File: src/sv/dvrt_pkg.sv
// ---------------------------------------------------------------------------
// dvrt_pkg
// Shared field widths, operation and status codes for the route table.
// ---------------------------------------------------------------------------
`default_nettype none

package dvrt_pkg;

  localparam int FUNC_W    = 2;
  localparam int INDEX_W   = 5;
  localparam int HOP_W     = 5;
  localparam int COST_IN_W = 8;
  localparam int STATUS_W  = 2;

  typedef logic [FUNC_W-1:0]    func_t;
  typedef logic [INDEX_W-1:0]   index_t;
  typedef logic [HOP_W-1:0]     hop_t;
  typedef logic [COST_IN_W-1:0] cost_in_t;
  typedef logic [STATUS_W-1:0]  status_t;

  // operation codes
  localparam func_t FUNC_ADVERT = 2'd0;
  localparam func_t FUNC_LOOKUP = 2'd1;
  localparam func_t FUNC_SET    = 2'd2;
  localparam func_t FUNC_DOWN   = 2'd3;

  // result status codes
  localparam status_t STAT_DIRECT  = 2'd0;
  localparam status_t STAT_DEFAULT = 2'd1;
  localparam status_t STAT_NONE    = 2'd2;
  localparam status_t STAT_UPDATED = 2'd3;

endpackage

`default_nettype wire

File: src/sv/dvrt_in_if.sv
// ---------------------------------------------------------------------------
// dvrt_in_if
// Request channel: one operation on the route table per beat.
// ---------------------------------------------------------------------------
`default_nettype none

interface dvrt_in_if;
  import dvrt_pkg::*;

  logic     valid;
  logic     ready;
  func_t    func;
  index_t   table_index;
  hop_t     src_node;
  hop_t     hop_in;
  cost_in_t cost_in;

  modport source (output valid, func, table_index, src_node, hop_in, cost_in,
                  input ready);
  modport sink   (input valid, func, table_index, src_node, hop_in, cost_in,
                  output ready);
endinterface

`default_nettype wire

File: src/sv/dvrt_out_if.sv
// ---------------------------------------------------------------------------
// dvrt_out_if
// Result channel: one route or update report per beat.
// ---------------------------------------------------------------------------
`default_nettype none

interface dvrt_out_if;
  import dvrt_pkg::*;

  logic     valid;
  logic     ready;
  hop_t     route_hop;
  cost_in_t route_cost;
  status_t  status;

  modport source (output valid, route_hop, route_cost, status, input ready);
  modport sink   (input valid, route_hop, route_cost, status, output ready);
endinterface

`default_nettype wire

File: src/sv/dvrt_store.sv
// ---------------------------------------------------------------------------
// dvrt_store
// Entry store: next hop and cost per destination, one registered read port
// and one write port. Entries never written read as unreachable, hop zero.
// ---------------------------------------------------------------------------
`default_nettype none

module dvrt_store #(
  parameter int NUM_NODES = 32,
  parameter int INF_COST  = 255,
  localparam int IDX_W    = $clog2(NUM_NODES),
  localparam int COST_W   = $clog2(INF_COST)
) (
  input  logic              clk,
  input  logic              rst,
  input  logic              rd_en,
  input  logic [IDX_W-1:0]  rd_addr,
  output dvrt_pkg::hop_t    rd_hop,
  output logic [COST_W-1:0] rd_cost,
  input  logic              wr_en,
  input  logic [IDX_W-1:0]  wr_addr,
  input  dvrt_pkg::hop_t    wr_hop,
  input  logic [COST_W-1:0] wr_cost
);
  import dvrt_pkg::*;

  localparam logic [COST_W-1:0] UNREACH = COST_W'(INF_COST - 1);

  hop_t              hop_mem  [NUM_NODES];
  logic [COST_W-1:0] cost_mem [NUM_NODES];
  logic [NUM_NODES-1:0] vld;

  hop_t              hop_q;
  logic [COST_W-1:0] cost_q;
  logic              vld_q;

  always_ff @(posedge clk) begin
    if (rst) begin
      vld   <= '0;
      vld_q <= 1'b0;
    end else begin
      if (wr_en) begin
        vld[wr_addr] <= 1'b1;
      end
      if (rd_en) begin
        vld_q <= vld[rd_addr];
      end
    end
  end

  always_ff @(posedge clk) begin
    if (wr_en) begin
      hop_mem[wr_addr]  <= wr_hop;
      cost_mem[wr_addr] <= wr_cost;
    end
    if (rd_en) begin
      hop_q  <= hop_mem[rd_addr];
      cost_q <= cost_mem[rd_addr];
    end
  end

  // unwritten entries read as hop zero and unreachable cost
  assign rd_hop  = vld_q ? hop_q  : '0;
  assign rd_cost = vld_q ? cost_q : UNREACH;

endmodule

`default_nettype wire

File: src/sv/distance_vector_route_table.sv
// ---------------------------------------------------------------------------
// distance_vector_route_table
// Distance-vector route table with advertise, lookup, set and link-down.
// ---------------------------------------------------------------------------
// One request is taken at a time. Advertise, set entry, link down and a
// lookup whose direct entry is reachable pass from one accepted beat to the
// next through the read, evaluate, result and idle states; a lookup that
// falls back to a default route scans the entry store one entry per cycle
// through its single read port. The result sits in an output register, so
// a new request is taken while it waits.
// Unwritten entries are tracked by valid bits; no clearing pass after reset.
`default_nettype none

module distance_vector_route_table #(
  parameter int NUM_NODES = 32,
  parameter int INF_COST  = 255
) (
  input  logic       clk,
  input  logic       rst,
  dvrt_in_if.sink    in_ch,
  dvrt_out_if.source out_ch
);
  import dvrt_pkg::*;

  localparam int IDX_W  = $clog2(NUM_NODES);
  localparam int CNT_W  = IDX_W + 1;
  localparam int COST_W = $clog2(INF_COST);
  localparam int CMP_W  = ((COST_W > COST_IN_W) ? COST_W : COST_IN_W) + 1;
  localparam logic [COST_W-1:0] UNREACH = COST_W'(INF_COST - 1);

  localparam logic [2:0] S_IDLE = 3'd0;
  localparam logic [2:0] S_READ = 3'd1;
  localparam logic [2:0] S_EVAL = 3'd2;
  localparam logic [2:0] S_SCAN = 3'd3;
  localparam logic [2:0] S_DONE = 3'd4;

  logic [2:0] state, state_next;

  // latched request
  func_t    op_func;
  index_t   op_index;
  hop_t     op_src;
  hop_t     op_hop;
  cost_in_t op_cost;

  logic [CNT_W-1:0] scan_cnt, scan_cnt_next;
  logic             scan_pend, scan_pend_next;

  hop_t              res_hop, res_hop_next;
  logic [COST_W-1:0] res_cost, res_cost_next;
  status_t           res_status, res_status_next;
  logic              res_load;

  logic              out_valid;
  logic              out_free;

  logic              rd_en;
  logic [IDX_W-1:0]  rd_addr;
  hop_t              rd_hop;
  logic [COST_W-1:0] rd_cost;
  logic              wr_en;
  hop_t              wr_hop;
  logic [COST_W-1:0] wr_cost;

  logic              in_range;
  logic [IDX_W-1:0]  op_addr;

  // shared compare unit
  logic [CMP_W-1:0]  cmp_a, cmp_b;
  logic              cmp_lt;

  assign in_range = 32'(op_index) < NUM_NODES;
  assign op_addr  = IDX_W'(op_index);
  assign cmp_lt   = cmp_a < cmp_b;
  assign out_free = !out_valid || out_ch.ready;

  assign in_ch.ready  = (state == S_IDLE);
  assign out_ch.valid = out_valid;

  dvrt_store #(
    .NUM_NODES (NUM_NODES),
    .INF_COST  (INF_COST)
  ) u_store (
    .clk     (clk),
    .rst     (rst),
    .rd_en   (rd_en),
    .rd_addr (rd_addr),
    .rd_hop  (rd_hop),
    .rd_cost (rd_cost),
    .wr_en   (wr_en),
    .wr_addr (op_addr),
    .wr_hop  (wr_hop),
    .wr_cost (wr_cost)
  );

  always_comb begin
    state_next      = state;
    scan_cnt_next   = scan_cnt;
    scan_pend_next  = scan_pend;
    res_hop_next    = res_hop;
    res_cost_next   = res_cost;
    res_status_next = res_status;
    res_load        = 1'b0;
    rd_en           = 1'b0;
    rd_addr         = op_addr;
    wr_en           = 1'b0;
    wr_hop          = rd_hop;
    wr_cost         = rd_cost;
    cmp_a           = CMP_W'(rd_cost);
    cmp_b           = CMP_W'(UNREACH);

    unique case (state)
      S_IDLE: begin
        if (in_ch.valid) begin
          state_next = S_READ;
        end
      end
      S_READ: begin
        rd_en      = 1'b1;
        state_next = S_EVAL;
      end
      S_EVAL: begin
        if (op_func == FUNC_LOOKUP) begin
          if (in_range && cmp_lt) begin
            res_hop_next    = rd_hop;
            res_cost_next   = rd_cost;
            res_status_next = STAT_DIRECT;
            state_next      = S_DONE;
          end else begin
            scan_cnt_next  = '0;
            scan_pend_next = 1'b0;
            state_next     = S_SCAN;
          end
        end else begin
          unique case (op_func)
            FUNC_ADVERT: begin
              cmp_a = CMP_W'(op_cost);
              cmp_b = CMP_W'(rd_cost);
              if (cmp_lt) begin
                // strictly cheaper, so cost plus one stays at or below unreachable
                wr_cost = COST_W'(CMP_W'(op_cost) + CMP_W'(1));
                wr_hop  = op_src;
              end else if (op_hop == op_src) begin
                // neighbour routes through us: poison
                wr_cost = UNREACH;
                wr_hop  = op_src;
              end
            end
            FUNC_SET: begin
              cmp_a   = CMP_W'(UNREACH);
              cmp_b   = CMP_W'(op_cost);
              wr_cost = cmp_lt ? UNREACH : COST_W'(op_cost);
              wr_hop  = op_hop;
            end
            default: begin
              wr_cost = UNREACH;
              wr_hop  = '0;
            end
          endcase
          if (in_range) begin
            wr_en         = 1'b1;
            res_hop_next  = wr_hop;
            res_cost_next = wr_cost;
          end else begin
            res_hop_next  = '0;
            res_cost_next = UNREACH;
          end
          res_status_next = STAT_UPDATED;
          state_next      = S_DONE;
        end
      end
      S_SCAN: begin
        // read data belongs to entry scan_cnt - 1
        rd_addr = scan_cnt[IDX_W-1:0];
        if (scan_pend && cmp_lt) begin
          res_hop_next    = rd_hop;
          res_cost_next   = rd_cost;
          res_status_next = STAT_DEFAULT;
          state_next      = S_DONE;
        end else if (!scan_pend && (32'(scan_cnt) == NUM_NODES)) begin
          res_hop_next    = '0;
          res_cost_next   = UNREACH;
          res_status_next = STAT_NONE;
          state_next      = S_DONE;
        end else begin
          rd_en          = (32'(scan_cnt) < NUM_NODES);
          scan_pend_next = rd_en;
          scan_cnt_next  = rd_en ? scan_cnt + CNT_W'(1) : scan_cnt;
        end
      end
      S_DONE: begin
        if (out_free) begin
          res_load   = 1'b1;
          state_next = S_IDLE;
        end
      end
      default: begin
        state_next = S_IDLE;
      end
    endcase
  end

  always_ff @(posedge clk) begin
    if (rst) begin
      state     <= S_IDLE;
      scan_cnt  <= '0;
      scan_pend <= 1'b0;
      out_valid <= 1'b0;
    end else begin
      state     <= state_next;
      scan_cnt  <= scan_cnt_next;
      scan_pend <= scan_pend_next;
      if (res_load) begin
        out_valid <= 1'b1;
      end else if (out_ch.ready) begin
        out_valid <= 1'b0;
      end
    end
  end

  always_ff @(posedge clk) begin
    if (in_ch.valid && in_ch.ready) begin
      op_func  <= in_ch.func;
      op_index <= in_ch.table_index;
      op_src   <= in_ch.src_node;
      op_hop   <= in_ch.hop_in;
      op_cost  <= in_ch.cost_in;
    end
    res_hop    <= res_hop_next;
    res_cost   <= res_cost_next;
    res_status <= res_status_next;
    if (res_load) begin
      out_ch.route_hop  <= res_hop;
      out_ch.route_cost <= COST_IN_W'(res_cost);
      out_ch.status     <= res_status;
    end
  end

  // a new result only ever comes out of the result stage
  a_load_from_done: assert property (@(posedge clk) disable iff (rst)
    res_load |-> (state == S_DONE))
    else $error("result loaded outside result stage");

  // every accepted beat is followed by a store read of its entry
  a_accept_reads: assert property (@(posedge clk) disable iff (rst)
    (in_ch.valid && in_ch.ready) |=> (state == S_READ))
    else $error("accepted beat not followed by entry read");

  // the store is never written for a destination beyond the table
  a_write_in_range: assert property (@(posedge clk) disable iff (rst)
    wr_en |-> (in_range && state == S_EVAL && op_func != FUNC_LOOKUP))
    else $error("store write for lookup or out-of-range entry");

  // the scan never runs past the last entry
  a_scan_bound: assert property (@(posedge clk) disable iff (rst)
    (state == S_SCAN) |-> (32'(scan_cnt) <= NUM_NODES))
    else $error("default route scan past end of table");

endmodule

`default_nettype wire

File: src/flat_wrapper.sv
// flat-port wrapper written by rule: the top's interface ports become plain ports
module distance_vector_route_table_flat import dvrt_pkg::*;
#(
  parameter int NUM_NODES = 32,
  parameter int INF_COST  = 255
)
  (clk, rst, in_ch_valid, in_ch_func, in_ch_table_index, in_ch_src_node, in_ch_hop_in, in_ch_cost_in, in_ch_ready, out_ch_valid, out_ch_route_hop, out_ch_route_cost, out_ch_status, out_ch_ready);
  dvrt_in_if in_ch_i ();
  dvrt_out_if out_ch_i ();
  input  logic clk;
  input  logic rst;
  input wire logic [$bits(in_ch_i.valid)-1:0] in_ch_valid;
  input wire logic [$bits(in_ch_i.func)-1:0] in_ch_func;
  input wire logic [$bits(in_ch_i.table_index)-1:0] in_ch_table_index;
  input wire logic [$bits(in_ch_i.src_node)-1:0] in_ch_src_node;
  input wire logic [$bits(in_ch_i.hop_in)-1:0] in_ch_hop_in;
  input wire logic [$bits(in_ch_i.cost_in)-1:0] in_ch_cost_in;
  output wire logic [$bits(in_ch_i.ready)-1:0] in_ch_ready;
  output wire logic [$bits(out_ch_i.valid)-1:0] out_ch_valid;
  output wire logic [$bits(out_ch_i.route_hop)-1:0] out_ch_route_hop;
  output wire logic [$bits(out_ch_i.route_cost)-1:0] out_ch_route_cost;
  output wire logic [$bits(out_ch_i.status)-1:0] out_ch_status;
  input wire logic [$bits(out_ch_i.ready)-1:0] out_ch_ready;
  assign in_ch_i.valid = in_ch_valid;
  assign in_ch_i.func = in_ch_func;
  assign in_ch_i.table_index = in_ch_table_index;
  assign in_ch_i.src_node = in_ch_src_node;
  assign in_ch_i.hop_in = in_ch_hop_in;
  assign in_ch_i.cost_in = in_ch_cost_in;
  assign in_ch_ready = in_ch_i.ready;
  assign out_ch_valid = out_ch_i.valid;
  assign out_ch_route_hop = out_ch_i.route_hop;
  assign out_ch_route_cost = out_ch_i.route_cost;
  assign out_ch_status = out_ch_i.status;
  assign out_ch_i.ready = out_ch_ready;
  distance_vector_route_table #(.NUM_NODES(NUM_NODES), .INF_COST(INF_COST)) u_core (.clk(clk), .rst(rst), .in_ch(in_ch_i), .out_ch(out_ch_i));
endmodule
File: config.mk
export PLATFORM = sky130hd
export DESIGN_NAME = distance_vector_route_table_flat
export DESIGN_NICKNAME = d
export VERILOG_FILES = /design/src/sv/dvrt_pkg.sv /design/src/sv/dvrt_in_if.sv /design/src/sv/dvrt_out_if.sv /design/src/sv/dvrt_store.sv /design/src/sv/distance_vector_route_table.sv /design/src/flat_wrapper.sv
export SDC_FILE = /design/constraint.sdc
export NUM_CORES = 1
export LEC_CHECK = 0
export ABC_AREA = 0
export BUFFER_PORTS_ARGS = -buffer_cell sky130_fd_sc_hd__buf_4
export CAP_MARGIN = 10
export CELL_PAD_IN_SITES_DETAIL_PLACEMENT = 1
export CELL_PAD_IN_SITES_GLOBAL_PLACEMENT = 2
export CORE_MARGIN = 3
export CORE_UTILIZATION = 30
export CTS_BUF_LIST = sky130_fd_sc_hd__clkbuf_8
export CTS_CLUSTER_DIAMETER = 30
export DETAILED_ROUTE_END_ITERATION = 6
export PLACE_DENSITY = 0.62
export SYNTH_ARGS = -nofsm -noshare
export SYNTH_HDL_FRONTEND = slang
export SYNTH_SLANG_ARGS = --single-unit
File: constraint.sdc
create_clock -name clk -period 4.6 [get_ports clk]
set_input_delay 0.69 -clock clk [delete_from_list [all_inputs] [get_ports clk]]
set_output_delay 0.69 -clock clk [all_outputs]
set_load 0.01 [all_outputs]
==> summary.txt, run 1 <==
Drt
  • 1st-pass router iterations: 5
  • Wire length per cell: 23.6 microns
  • Post-DRT Antenna Nets: 0
  • DR vias: roughly 15,000
  • DRT iter0 DRCs: ~1,000
  • Vias per cell: 5.05
  • Post-Route WL: 71,500 microns
  • DRC errors left: 0

STA
  • RSZ-0062 raised after global routing: false
  • Hold Vio Cnt, Final: 0
  • Clock Skew: about 0.029 ns
  • Worst-Margin Slew: 1.09 ns
  • Fin crit period: about 4.0 ns
  • Fmax: between 0.2 and 0.3 GHz
  • Setup TNS: 0 ns
  • Final Setup Violations: 0
  • Setup ws final: 0.609 ns
  • Final Cycle Share: 0.868
  • Slew headroom: 0.276
  • Slew Viols, Final: 0

Clock tree
  • CTS HTree Levels: 4
  • Clock Latency Late Sink: 0.74 ns
  • Hold buffer count at cts: 0
  • # clock sinks: 528
  • # resized after CTS: 0
  • Num CTS Buffers: 130
  • CTS root buf: clkbuf_8
  • Clock Path Buffers: 3
  • CTS tree: built
  • Setup bufs post-CTS: 0
  • Reg clk slew, reported paths: 0.05 ns

Floorplan
  • Row count: 98
  • Die Ht: 276 microns
  • Full die area: roughly 76,000 sq um
  • Chip width: between 200 and 300 microns
  • CORE AREA: 72,000 sq um
  • IO Pins: 46
  • Starting Density: 0.305

Global route
  • GR Overflow Total: 0
  • Largest net degree at the start of global routing: 99
  • All-Layer GR Usage: 0.187
  • First-pass GRT wire length: 106,000 microns
  • Vias in the first global route: about 16,000
  • Initial antenna violation count: 1

Critical path
  • RR Endpoint: u_core.u_store.cost_mem[7][6]$_DFFE_PP_
  • Crit path kind: flop to flop
  • Startpoint types: flop
  • Reg-to-reg startpoint: u_core.op_func[0]$_DFFE_PP_
  • Worst path arrival time: ~4.4 ns
  • Flop-to-flop setup slack: 0.61 ns
  • FF-to-FF path depth: 14
  • Worst Path Max Fanout: 32
  • Setup crit end kind: flop
  • Worst EP required: 5.01 ns

Power
  • Cell leakage power: 9.43 nW
  • Power Dens Cells: about 460 nW/um^2
  • Power Total: 12.2 mW
  • Worst VDD drop: 0.000175 V

Placement
  • Port bufs: 45
  • Inst Count DP: 2,794
  • Placed cell area: around 24,000 sq um
  • GPL Wtd Cong: 0.860
  • Place WS: 0.441 ns
  • DPL Wire Length: 43,500 microns

Synthesis
  • Synthesis-stage register bit count: approximately 530
  • Sequential area share after synthesis: 0.703
  • Yosys warns: 0
  • Post-synth EDFFs: 484
  • FFs w/ async S/R, synth: 0
  • Synthesized cell area: 21,900 sq um
  • Main synth FF type: edfxtp_1
  • Mean Syn Cell Area: 12.0 sq um
  • Yosys cell types: 67
  • Cells after Synth: approximately 1,800
  • Syn nets: roughly 1,900

Status
  • Status: finished clean

Min path
  • End of the worst hold path: u_core.op_addr[1]$_DFFE_PP_
  • Hold Crit Start: in_ch_table_index[1]
  • WHS Path Cells: 1
  • Worst hold path class: primary input to flop

Job
  • # Max-Cap Violations: 0

Cells and area
  • Commonest non-fill, non-tap cell in the layout: edfxtp_1
  • Area of the multi-input gates: 6100 sq um
  • Most frequent cells in the layout: edfxtp_1 (484), nand2_1 (462), nand3_1 (148)
  • Storage cell area: 15,400 sq um
  • Design area: 26,500 sq um
  • Layout cells sized above 1: 0.173
  • Fin cells: 3,032
  • Filler cell count: 7,742
  • Layout net count: 2,016
  • Layout area overhead: 20.7%
layer usage:
| metal | up-vias | part of all wire | global-route usage |
|---|---|---|---|
| met5 | - | 0 | 0 |
| met4 | 0 | 0.028 | 0.0701 |
| met3 | 133 | 0.042 | 0.0344 |
| met2 | 349 | 0.48 | 0.309 |
| met1 | 7828 | 0.45 | 0.244 |
| li1 | 7013 | - | - |
synthesized netlist by cell type, types with 4 or more instances:
| master | n | area share |
|---|---|---|
| a211oi_1 | 5 | 0.0017 |
| a21o_1 | 5 | 0.0017 |
| a21oi_1 | 97 | 0.022 |
| a2bb2oi_1 | 6 | 0.0024 |
| a31oi_1 | 39 | 0.011 |
| a32oi_1 | 7 | 0.0028 |
| and3_1 | 38 | 0.011 |
| buf_1 | 10 | 0.0017 |
| buf_2 | 44 | 0.010 |
| buf_4 | 4 | 0.0014 |
| clkbuf_1 | 60 | 0.010 |
| dfxtp_1 | 44 | 0.040 |
| edfxtp_1 | 484 | 0.66 |
| ha_1 | 10 | 0.0057 |
| inv_1 | 7 | 0.0012 |
| mux2_2 | 7 | 0.0036 |
| mux2i_1 | 8 | 0.0037 |
| mux4_2 | 4 | 0.0041 |
| nand2_1 | 462 | 0.079 |
| nand2b_1 | 19 | 0.0054 |
| nand3_1 | 148 | 0.034 |
| nand3b_1 | 8 | 0.0027 |
| nand4_1 | 5 | 0.0014 |
| nor2_1 | 128 | 0.022 |
| nor2b_1 | 10 | 0.0029 |
| nor3_1 | 23 | 0.0053 |
| nor4_1 | 8 | 0.0023 |
| o21a_1 | 7 | 0.0024 |
| o21ai_0 | 17 | 0.0039 |
| o22ai_1 | 30 | 0.0086 |
| o311ai_1 | 7 | 0.0028 |
| or3_1 | 7 | 0.0020 |
| or4_1 | 16 | 0.0055 |
| xnor2_1 | 4 | 0.0016 |
| xor2_1 | 5 | 0.0020 |
layout make-up:
type	count	area share
Clock inverter	99	0.0287
Timing Repair Buffer	132	0.0410
Sequential cell	528	0.582
Antenna cell	1	0.0000946
Clock buffer	137	0.0712
Tap cell	950	0.0449
Inverter	7	0.000993
Multi-Input combinational cell	1178	0.231
registers in the layout, summed over array words and instances (netlist names):
name and count:
u_core.op_addr 5, u_core.op_cost 8, u_core.op_func 2, u_core.op_hop 5, u_core.op_src 5, u_core.out_ch.route_cost 8, u_core.out_ch.route_hop 5, u_core.out_ch.status 2
u_core.out_ch.valid 1, u_core.res_cost 8, u_core.res_hop 5, u_core.res_status 2, u_core.scan_cnt 6, u_core.scan_pend 1, u_core.state 3, u_core.u_store.cost_mem 256
u_core.u_store.cost_q 8, u_core.u_store.hop_mem 160, u_core.u_store.hop_q 5, u_core.u_store.vld 32, u_core.u_store.vld_q 1
how the worst max path moves through the flow:
stage	cells past startpoint	startpoint	to	slack, ns
2_1_floorplan	14	u_core.op_func[0]$_DFFE_PP_	u_core.u_store.cost_mem[0][0]$_DFFE_PP_	0.11
3_3_place_gp	9	u_core.state[2]$_SDFFE_PP0P_	u_core.u_store.cost_q[3]$_DFFE_PP_	0.52
3_5_place_dp	12	u_core.op_func[0]$_DFFE_PP_	u_core.u_store.cost_mem[11][2]$_DFFE_PP_	0.44
4_1_cts	12	u_core.op_func[0]$_DFFE_PP_	u_core.u_store.cost_mem[9][2]$_DFFE_PP_	0.41
5_1_grt	12	u_core.op_func[0]$_DFFE_PP_	u_core.res_cost[7]$_DFFE_PP_	0.30
6_report	14	u_core.op_func[0]$_DFFE_PP_	u_core.u_store.cost_mem[7][6]$_DFFE_PP_	0.61
power by group:
group          internal (mW)  switching (mW)
Clock                   3.39            2.27
Combinational          0.330           0.760
Sequential              5.36          0.0538
Total                   9.08            3.09
worst max-delay path, cell delays in order, from the launching register on:
cell and delay [ns]:
edfxtp_1 0.38, or4b_1 0.55, buf_4 0.24, nor3_1 0.14, a21oi_1 0.07, ha_1 0.36, a21oi_1 0.14, o21a_1 0.15
o21ai_2 0.10, a21o_1 0.30, buf_4 0.21, or4_1 0.47, o311ai_1 0.15, o22ai_2 0.12, buf_4 0.26
through the flow:
step / util / hold slack, ns
after global routing: 0.368 / 0.0666
after CTS: 0.367 / 0.0458
after detailed placement: 0.330 / 0.406
after global placement: 0.330 / 0.408
after floorplan: - / 0.400
final: 0.368 / 0.128
cell families (layout without fill, tap and decap cells):
group / Yosys count / after routing / synth area share
compound gates: 250 / 250 / 0.0713
simple gates: 890 / 890 / 0.180
flops: 528 / 528 / 0.703
fa+ha+maj: 10 / 10 / 0.00571
mux: 19 / 19 / 0.0114
xor+xnor: 9 / 9 / 0.00360
other cells: 0 / 1 / 0
buf+inv: 126 / 375 / 0.0248
Note: power is estimated with default switching activity, not from simulation.
==> inputs of run 2 (changes only) <==
--- a/config.mk
+++ b/config.mk
@@ -11,11 +11,11 @@
 export CELL_PAD_IN_SITES_DETAIL_PLACEMENT = 1
 export CELL_PAD_IN_SITES_GLOBAL_PLACEMENT = 2
 export CORE_MARGIN = 3
-export CORE_UTILIZATION = 30
+export CORE_UTILIZATION = 25
 export CTS_BUF_LIST = sky130_fd_sc_hd__clkbuf_8
 export CTS_CLUSTER_DIAMETER = 30
 export DETAILED_ROUTE_END_ITERATION = 6
-export PLACE_DENSITY = 0.62
+export PLACE_DENSITY = 0.54
 export SYNTH_ARGS = -nofsm -noshare
 export SYNTH_HDL_FRONTEND = slang
 export SYNTH_SLANG_ARGS = --single-unit
==> run 2 against run 1 <==
Worst setup slack worse by 0.12 ns. Sequential power about the same. Global-route usage down 1.5 points. Largest power group unchanged. Die area up 20%. Highest routed layer is now met5. Clock power up 18%. Final area up 3.7%. Combinational power up 5%.
==> summary.txt, run 2 (synthesis results as in run 1) <==
Floorplan
  • Die Ht: between 300 and 400 microns
  • Chip width: ~300 microns
  • Full die area: just over 90,000 sq um
  • Starting Density: 0.255
  • Row count: 107
  • IO Pins: 46
  • CORE AREA: 86,100 sq um

Clock tree
  • # resized after CTS: 0
  • Setup bufs post-CTS: 0
  • Reg clk slew, reported paths: 0.05 ns
  • CTS tree: built
  • CTS HTree Levels: 4
  • # clock sinks: 528
  • Clock Latency Late Sink: 0.80 ns
  • CTS root buf: clkbuf_8
  • Num CTS Buffers: around 140
  • Clock Path Buffers: 3
  • Hold buffer count at cts: 15

Critical path
  • Crit path kind: flop to flop
  • Setup crit end kind: flop
  • Worst path arrival time: between 4 and 5 ns
  • FF-to-FF path depth: 13
  • Worst Path Max Fanout: 32
  • RR Endpoint: u_core.u_store.cost_mem[7][6]$_DFFE_PP_
  • Worst EP required: 5.09 ns
  • Startpoint types: flop
  • Reg-to-reg startpoint: u_core.op_func[0]$_DFFE_PP_
  • Flop-to-flop setup slack: 0.49 ns

Cells and area
  • Design area: 27,500 sq um
  • Max reg flops: 256
  • Fin cells: ~3,300
  • Final Util: 0.319
  • Commonest non-fill, non-tap cell in the layout: edfxtp_1
  • Layout area overhead: 25.2%
  • Filler cell count: 9,354
  • Layout net count: 2,051
  • Layout cells sized above 1: 0.189
  • Largest regs: u_core.u_store.cost_mem (256), u_core.u_store.hop_mem (160), u_core.u_store.vld (32)
  • Largest reg by FF count: u_core.u_store.cost_mem
  • Most frequent cells in the layout: edfxtp_1 (484), nand2_1 (462), nand3_1 (148)

Power
  • Cell leakage power: 9.77 nW
  • Power Dens Cells: 483 nW/um^2
  • Power Total: roughly 13 mW
  • Worst VDD drop: 0.000447 V

STA
  • Setup TNS: 0 ns
  • Slew Viols, Final: 0
  • Final Setup Violations: 0
  • Worst-Margin Slew: 1.06 ns
  • Fmax: 0.243 GHz
  • Slew headroom: 0.295
  • Final Cycle Share: 0.894
  • Hold Vio Cnt, Final: 0
  • RSZ-0062 raised after global routing: false
  • Fin crit period: 4.11 ns
  • Clock Skew: 0.0495 ns

Drt
  • DR vias: 15,500
  • Wire length per cell: 23.8 microns
  • Vias per cell: 4.75
  • DRT iter0 DRCs: 1,023
  • Post-Route WL: approximately 80,000 microns
  • Post-DRT Antenna Nets: 0
  • 1st-pass router iterations: 5
  • DRC errors left: 0

Placement
  • DPL Wire Length: 46,400 microns
  • GPL Wtd Cong: 0.823
  • Placed cell area: 24,100 sq um
  • Inst Count DP: roughly 3,000
  • Port bufs: 45

Status
  • Status: finished clean

Min path
  • End of the worst hold path: u_core.op_hop[2]$_DFFE_PP_
  • Hold Crit Start: in_ch_hop_in[2]
  • Worst hold path class: primary input to flop
  • WHS Path Cells: 1

Global route
  • Largest net degree at the start of global routing: 103
  • First-pass GRT wire length: 113,000 microns
  • All-Layer GR Usage: 0.172
  • Vias in the first global route: 16,300
  • Initial antenna violation count: 4
  • GR Overflow Total: 0

Job
  • # Max-Cap Violations: 0
==> run 2: routing by layer <==
| layer | part of all wire | track usage |
|---|---|---|
| met4 | 0.023 | 0.0611 |
| met1 | 0.45 | 0.221 |
| met3 | 0.038 | 0.0339 |
| met2 | 0.49 | 0.288 |
| met5 | 0.00010 | 0 |
==> run 2: worst max-delay path by stage <==
stage	start	end	slack (ns)	cells after the start
2_1_floorplan	u_core.op_func[0]$_DFFE_PP_	u_core.u_store.cost_mem[0][0]$_DFFE_PP_	0.11	14
3_3_place_gp	u_core.op_func[0]$_DFFE_PP_	u_core.u_store.cost_mem[1][6]$_DFFE_PP_	0.57	13
3_5_place_dp	u_core.op_func[0]$_DFFE_PP_	u_core.u_store.cost_mem[13][7]$_DFFE_PP_	0.56	13
4_1_cts	u_core.op_func[0]$_DFFE_PP_	u_core.u_store.cost_mem[24][1]$_DFFE_PP_	0.52	13
5_1_grt	u_core.op_func[0]$_DFFE_PP_	u_core.u_store.cost_mem[24][1]$_DFFE_PP_	0.20	13
6_report	u_core.op_func[0]$_DFFE_PP_	u_core.u_store.cost_mem[7][6]$_DFFE_PP_	0.49	13
==> run 2: worst max-delay path, stage by stage (launching register included) <==
cell and delay, ns:
edfxtp_1 0.38, or4b_1 0.76, buf_4 0.29, nor3_1 0.13, a21oi_1 0.06, ha_1 0.32
nand4_1 0.11, o21ai_2 0.25, a21o_1 0.32, buf_4 0.21, a211oi_1 0.06, o311ai_1 0.44
o22ai_2 0.19, buf_4 0.28
==> run 2: metrics by stage <==
stage,setup WS [ns],hold slack (ns)
after floorplan,0.107,0.400
after global placement,0.568,0.416
after detailed placement,0.565,0.413
after CTS,0.524,0.00103
after global routing,0.203,0.0309
final,0.486,0.0912
==> run 2: report_power, final <==
| part | internal (mW) | switching, mW |
|---|---|---|
| clock network | 4.14 | 2.55 |
| registers | 5.36 | 0.0591 |
| logic | 0.352 | 0.788 |
| total | 9.85 | 3.40 |
==> run 2: area by class of cell <==
type,instances,area [sq um],area share
Inverter,7,26.3,0.000957
Sequential cell,528,15400,0.562
Multi-Input combinational cell,1178,6100,0.222
Antenna cell,2,5.00,0.000182
Tap cell,1144,1430,0.0521
Clock buffer,146,2010,0.0732
Clock inverter,106,1140,0.0416
Timing Repair Buffer,158,1320,0.0482
==> inputs of run 3 (changes only) <==
--- a/config.mk
+++ b/config.mk
@@ -11,11 +11,11 @@
 export CELL_PAD_IN_SITES_DETAIL_PLACEMENT = 1
 export CELL_PAD_IN_SITES_GLOBAL_PLACEMENT = 2
 export CORE_MARGIN = 3
-export CORE_UTILIZATION = 25
+export CORE_UTILIZATION = 41
 export CTS_BUF_LIST = sky130_fd_sc_hd__clkbuf_8
 export CTS_CLUSTER_DIAMETER = 30
 export DETAILED_ROUTE_END_ITERATION = 6
-export PLACE_DENSITY = 0.54
+export PLACE_DENSITY = 0.8
 export SYNTH_ARGS = -nofsm -noshare
 export SYNTH_HDL_FRONTEND = slang
 export SYNTH_SLANG_ARGS = --single-unit
==> run 3 against run 2 <==
Clock skew decreased by 0.0065 ns. Worst setup slack got worse by 0.12 ns. Combinational power about the same. Clock-buffer cell count decreased by 25. Register-to-register slack got worse by 0.12 ns. Utilization increased by 18 points. Sequential power about the same. Die area decreased by 38%. Global-route usage increased by 7.9 points. Worst hold slack improved by 0.063 ns. Critical path type unchanged. Largest cell class unchanged.
==> summary.txt, run 3 (synthesis results as in run 1) <==
Job
  • # Max-Cap Violations: 0

Clock tree
  • Clock Latency Late Sink: 0.72 ns
  • CTS tree: built
  • CTS root buf: clkbuf_8
  • Num CTS Buffers: 118
  • Setup bufs post-CTS: 0
  • Reg clk slew, reported paths: 0.06 ns
  • Clock Path Buffers: 3
  • # clock sinks: ~530
  • CTS HTree Levels: 3

Drt
  • Wire length per cell: 25.4 microns
  • DRT iter0 DRCs: approximately 1,100
  • 1st-pass router iterations: 5
  • DRC errors left: 0
  • Post-Route WL: about 70,000 microns
  • DR vias: 15,800
  • Post-DRT Antenna Nets: 0
  • Vias per cell: approximately 5.7

Critical path
  • Worst EP required: 5.02 ns
  • Worst path arrival time: 4.66 ns
  • CP startpoint: u_core.op_func[0]$_DFFE_PP_
  • Crit path kind: flop to flop
  • Startpoint types: flop
  • Worst Path Max Fanout: 20
  • Setup crit end kind: flop
  • Reg-to-reg startpoint: u_core.op_func[0]$_DFFE_PP_

Placement
  • Placed cell area: approximately 24,000 sq um
  • DPL Wire Length: 42,300 microns
  • GPL Wtd Cong: 0.828
  • Port bufs: 45
  • Inst Count DP: 2,549

STA
  • Worst-Margin Slew: 0.994 ns
  • Clock Skew: 0.0431 ns
  • Final Setup Violations: 0
  • Setup TNS: 0 ns
  • Hold Vio Cnt, Final: 0
  • Slew Viols, Final: 0
  • Final Cycle Share: 0.921
  • Fin crit period: 4.24 ns
  • Slew headroom: 0.332
  • RSZ-0062 raised after global routing: false
  • Fmax: 0.236 GHz

Floorplan
  • CORE AREA: 52,800 sq um
  • Full die area: 56,300 sq um
  • Chip width: 237 microns
  • Starting Density: 0.416
  • Die Ht: 237 microns
  • IO Pins: 46
  • Row count: between 80 and 90

Cells and area
  • Fin cells: 2,774
  • Layout area overhead: 20.2%
  • Final Util: 0.499
  • Most frequent cells in the layout: edfxtp_1 (484), nand2_1 (462), nand3_1 (148)
  • Largest reg by FF count: u_core.u_store.cost_mem
  • Max reg flops: 256
  • Layout net count: between 2,000 and 2,500
  • Largest regs: u_core.u_store.cost_mem (256), u_core.u_store.hop_mem (160), u_core.u_store.vld (32)
  • Layout cells sized above 1: 0.177
  • Design area: 26,300 sq um
  • Commonest non-fill, non-tap cell in the layout: edfxtp_1

Global route
  • GR Overflow Total: 0
  • Initial antenna violation count: 4
  • Vias in the first global route: between 15,000 and 20,000
  • Largest net degree at the start of global routing: 99
  • First-pass GRT wire length: 105,000 microns
  • All-Layer GR Usage: 0.250

Min path
  • Hold Crit Start: in_ch_table_index[2]
  • Worst hold path class: primary input to flop

Power
  • Power Total: 12.4 mW
  • Power Dens Cells: 471 nW/um^2
  • Worst VDD drop: 0.000299 V
  • Cell leakage power: 9.48 nW

Status
  • Status: finished clean
==> run 3: cell count changes in the layout (fill, tap and decap cells not counted), moves of 3 or more <==
cell,delta
inv_12,-5
clkinv_1,+7
clkbuf_8,-25
inv_8,-4
buf_4,+5
clkinvlp_4,+5
clkinv_8,-3
clkinv_2,-7
dlygate4sd3_1,-15
==> run 3: final timing paths <==
kind	to	slack, ns	depth (start not counted)
worst max-delay path	u_core.u_store.hop_mem[4][3]$_DFFE_PP_	0.36	13
worst min-delay path	u_core.op_addr[2]$_DFFE_PP_	0.15	1
worst max register to register	u_core.u_store.hop_mem[4][3]$_DFFE_PP_	0.36	13
worst min register to register	u_core.out_ch.route_cost[6]$_DFFE_PP_	0.41	0
==> run 3: critical path, stage by stage (launching register included) <==
cell,delay [ns]
edfxtp_1,0.39
or4b_1,0.54
buf_4,0.24
nor3_1,0.15
a21oi_1,0.06
ha_1,0.33
a21o_1,0.16
a21o_1,0.23
a21oi_2,0.42
buf_4,0.30
nor3_1,0.08
o311ai_1,0.43
o22ai_4,0.30
buf_4,0.31
==> run 3: per-stage QoR <==
step / worst slack [ns] / hold WS, ns
after floorplan: 0.107 / 0.400
after global placement: 0.393 / 0.403
after detailed placement: 0.304 / 0.405
after CTS: 0.258 / 0.105
after global routing: 0.103 / 0.109
final: 0.362 / 0.154
==> run 3: cell type report <==
class                      count  area (sq um)
timing repair buffer         150          1240
clock inverter               100          1030
sequential                   528         15400
inverter                       7          26.3
clock buffer                 121          1670
multi-input combinational   1178          6100
fill                        5488         26400
antenna                        2          5.00
tap                          688           861
==> run 3: what timing repair did <==
action / CTS / global route
hold buffers: 0 / 0
resized for setup: 0 / 1
endpoints found under the setup margin: 0 / 16
==> run 3: routing by layer <==
metal  share of wire  track usage
met2            0.50        0.437
met5         0.00018            0
met4           0.028       0.0841
met1            0.42        0.315
met3           0.051       0.0485
==> run 3: report_power, final <==
group,internal [mW],total (mW),leakage (nW),switching (mW)
Combinational,0.360,1.14,3.24,0.782
Clock,3.65,5.87,1.40,2.22
Sequential,5.35,5.40,4.84,0.0472
Total,9.36,12.4,9.48,3.05
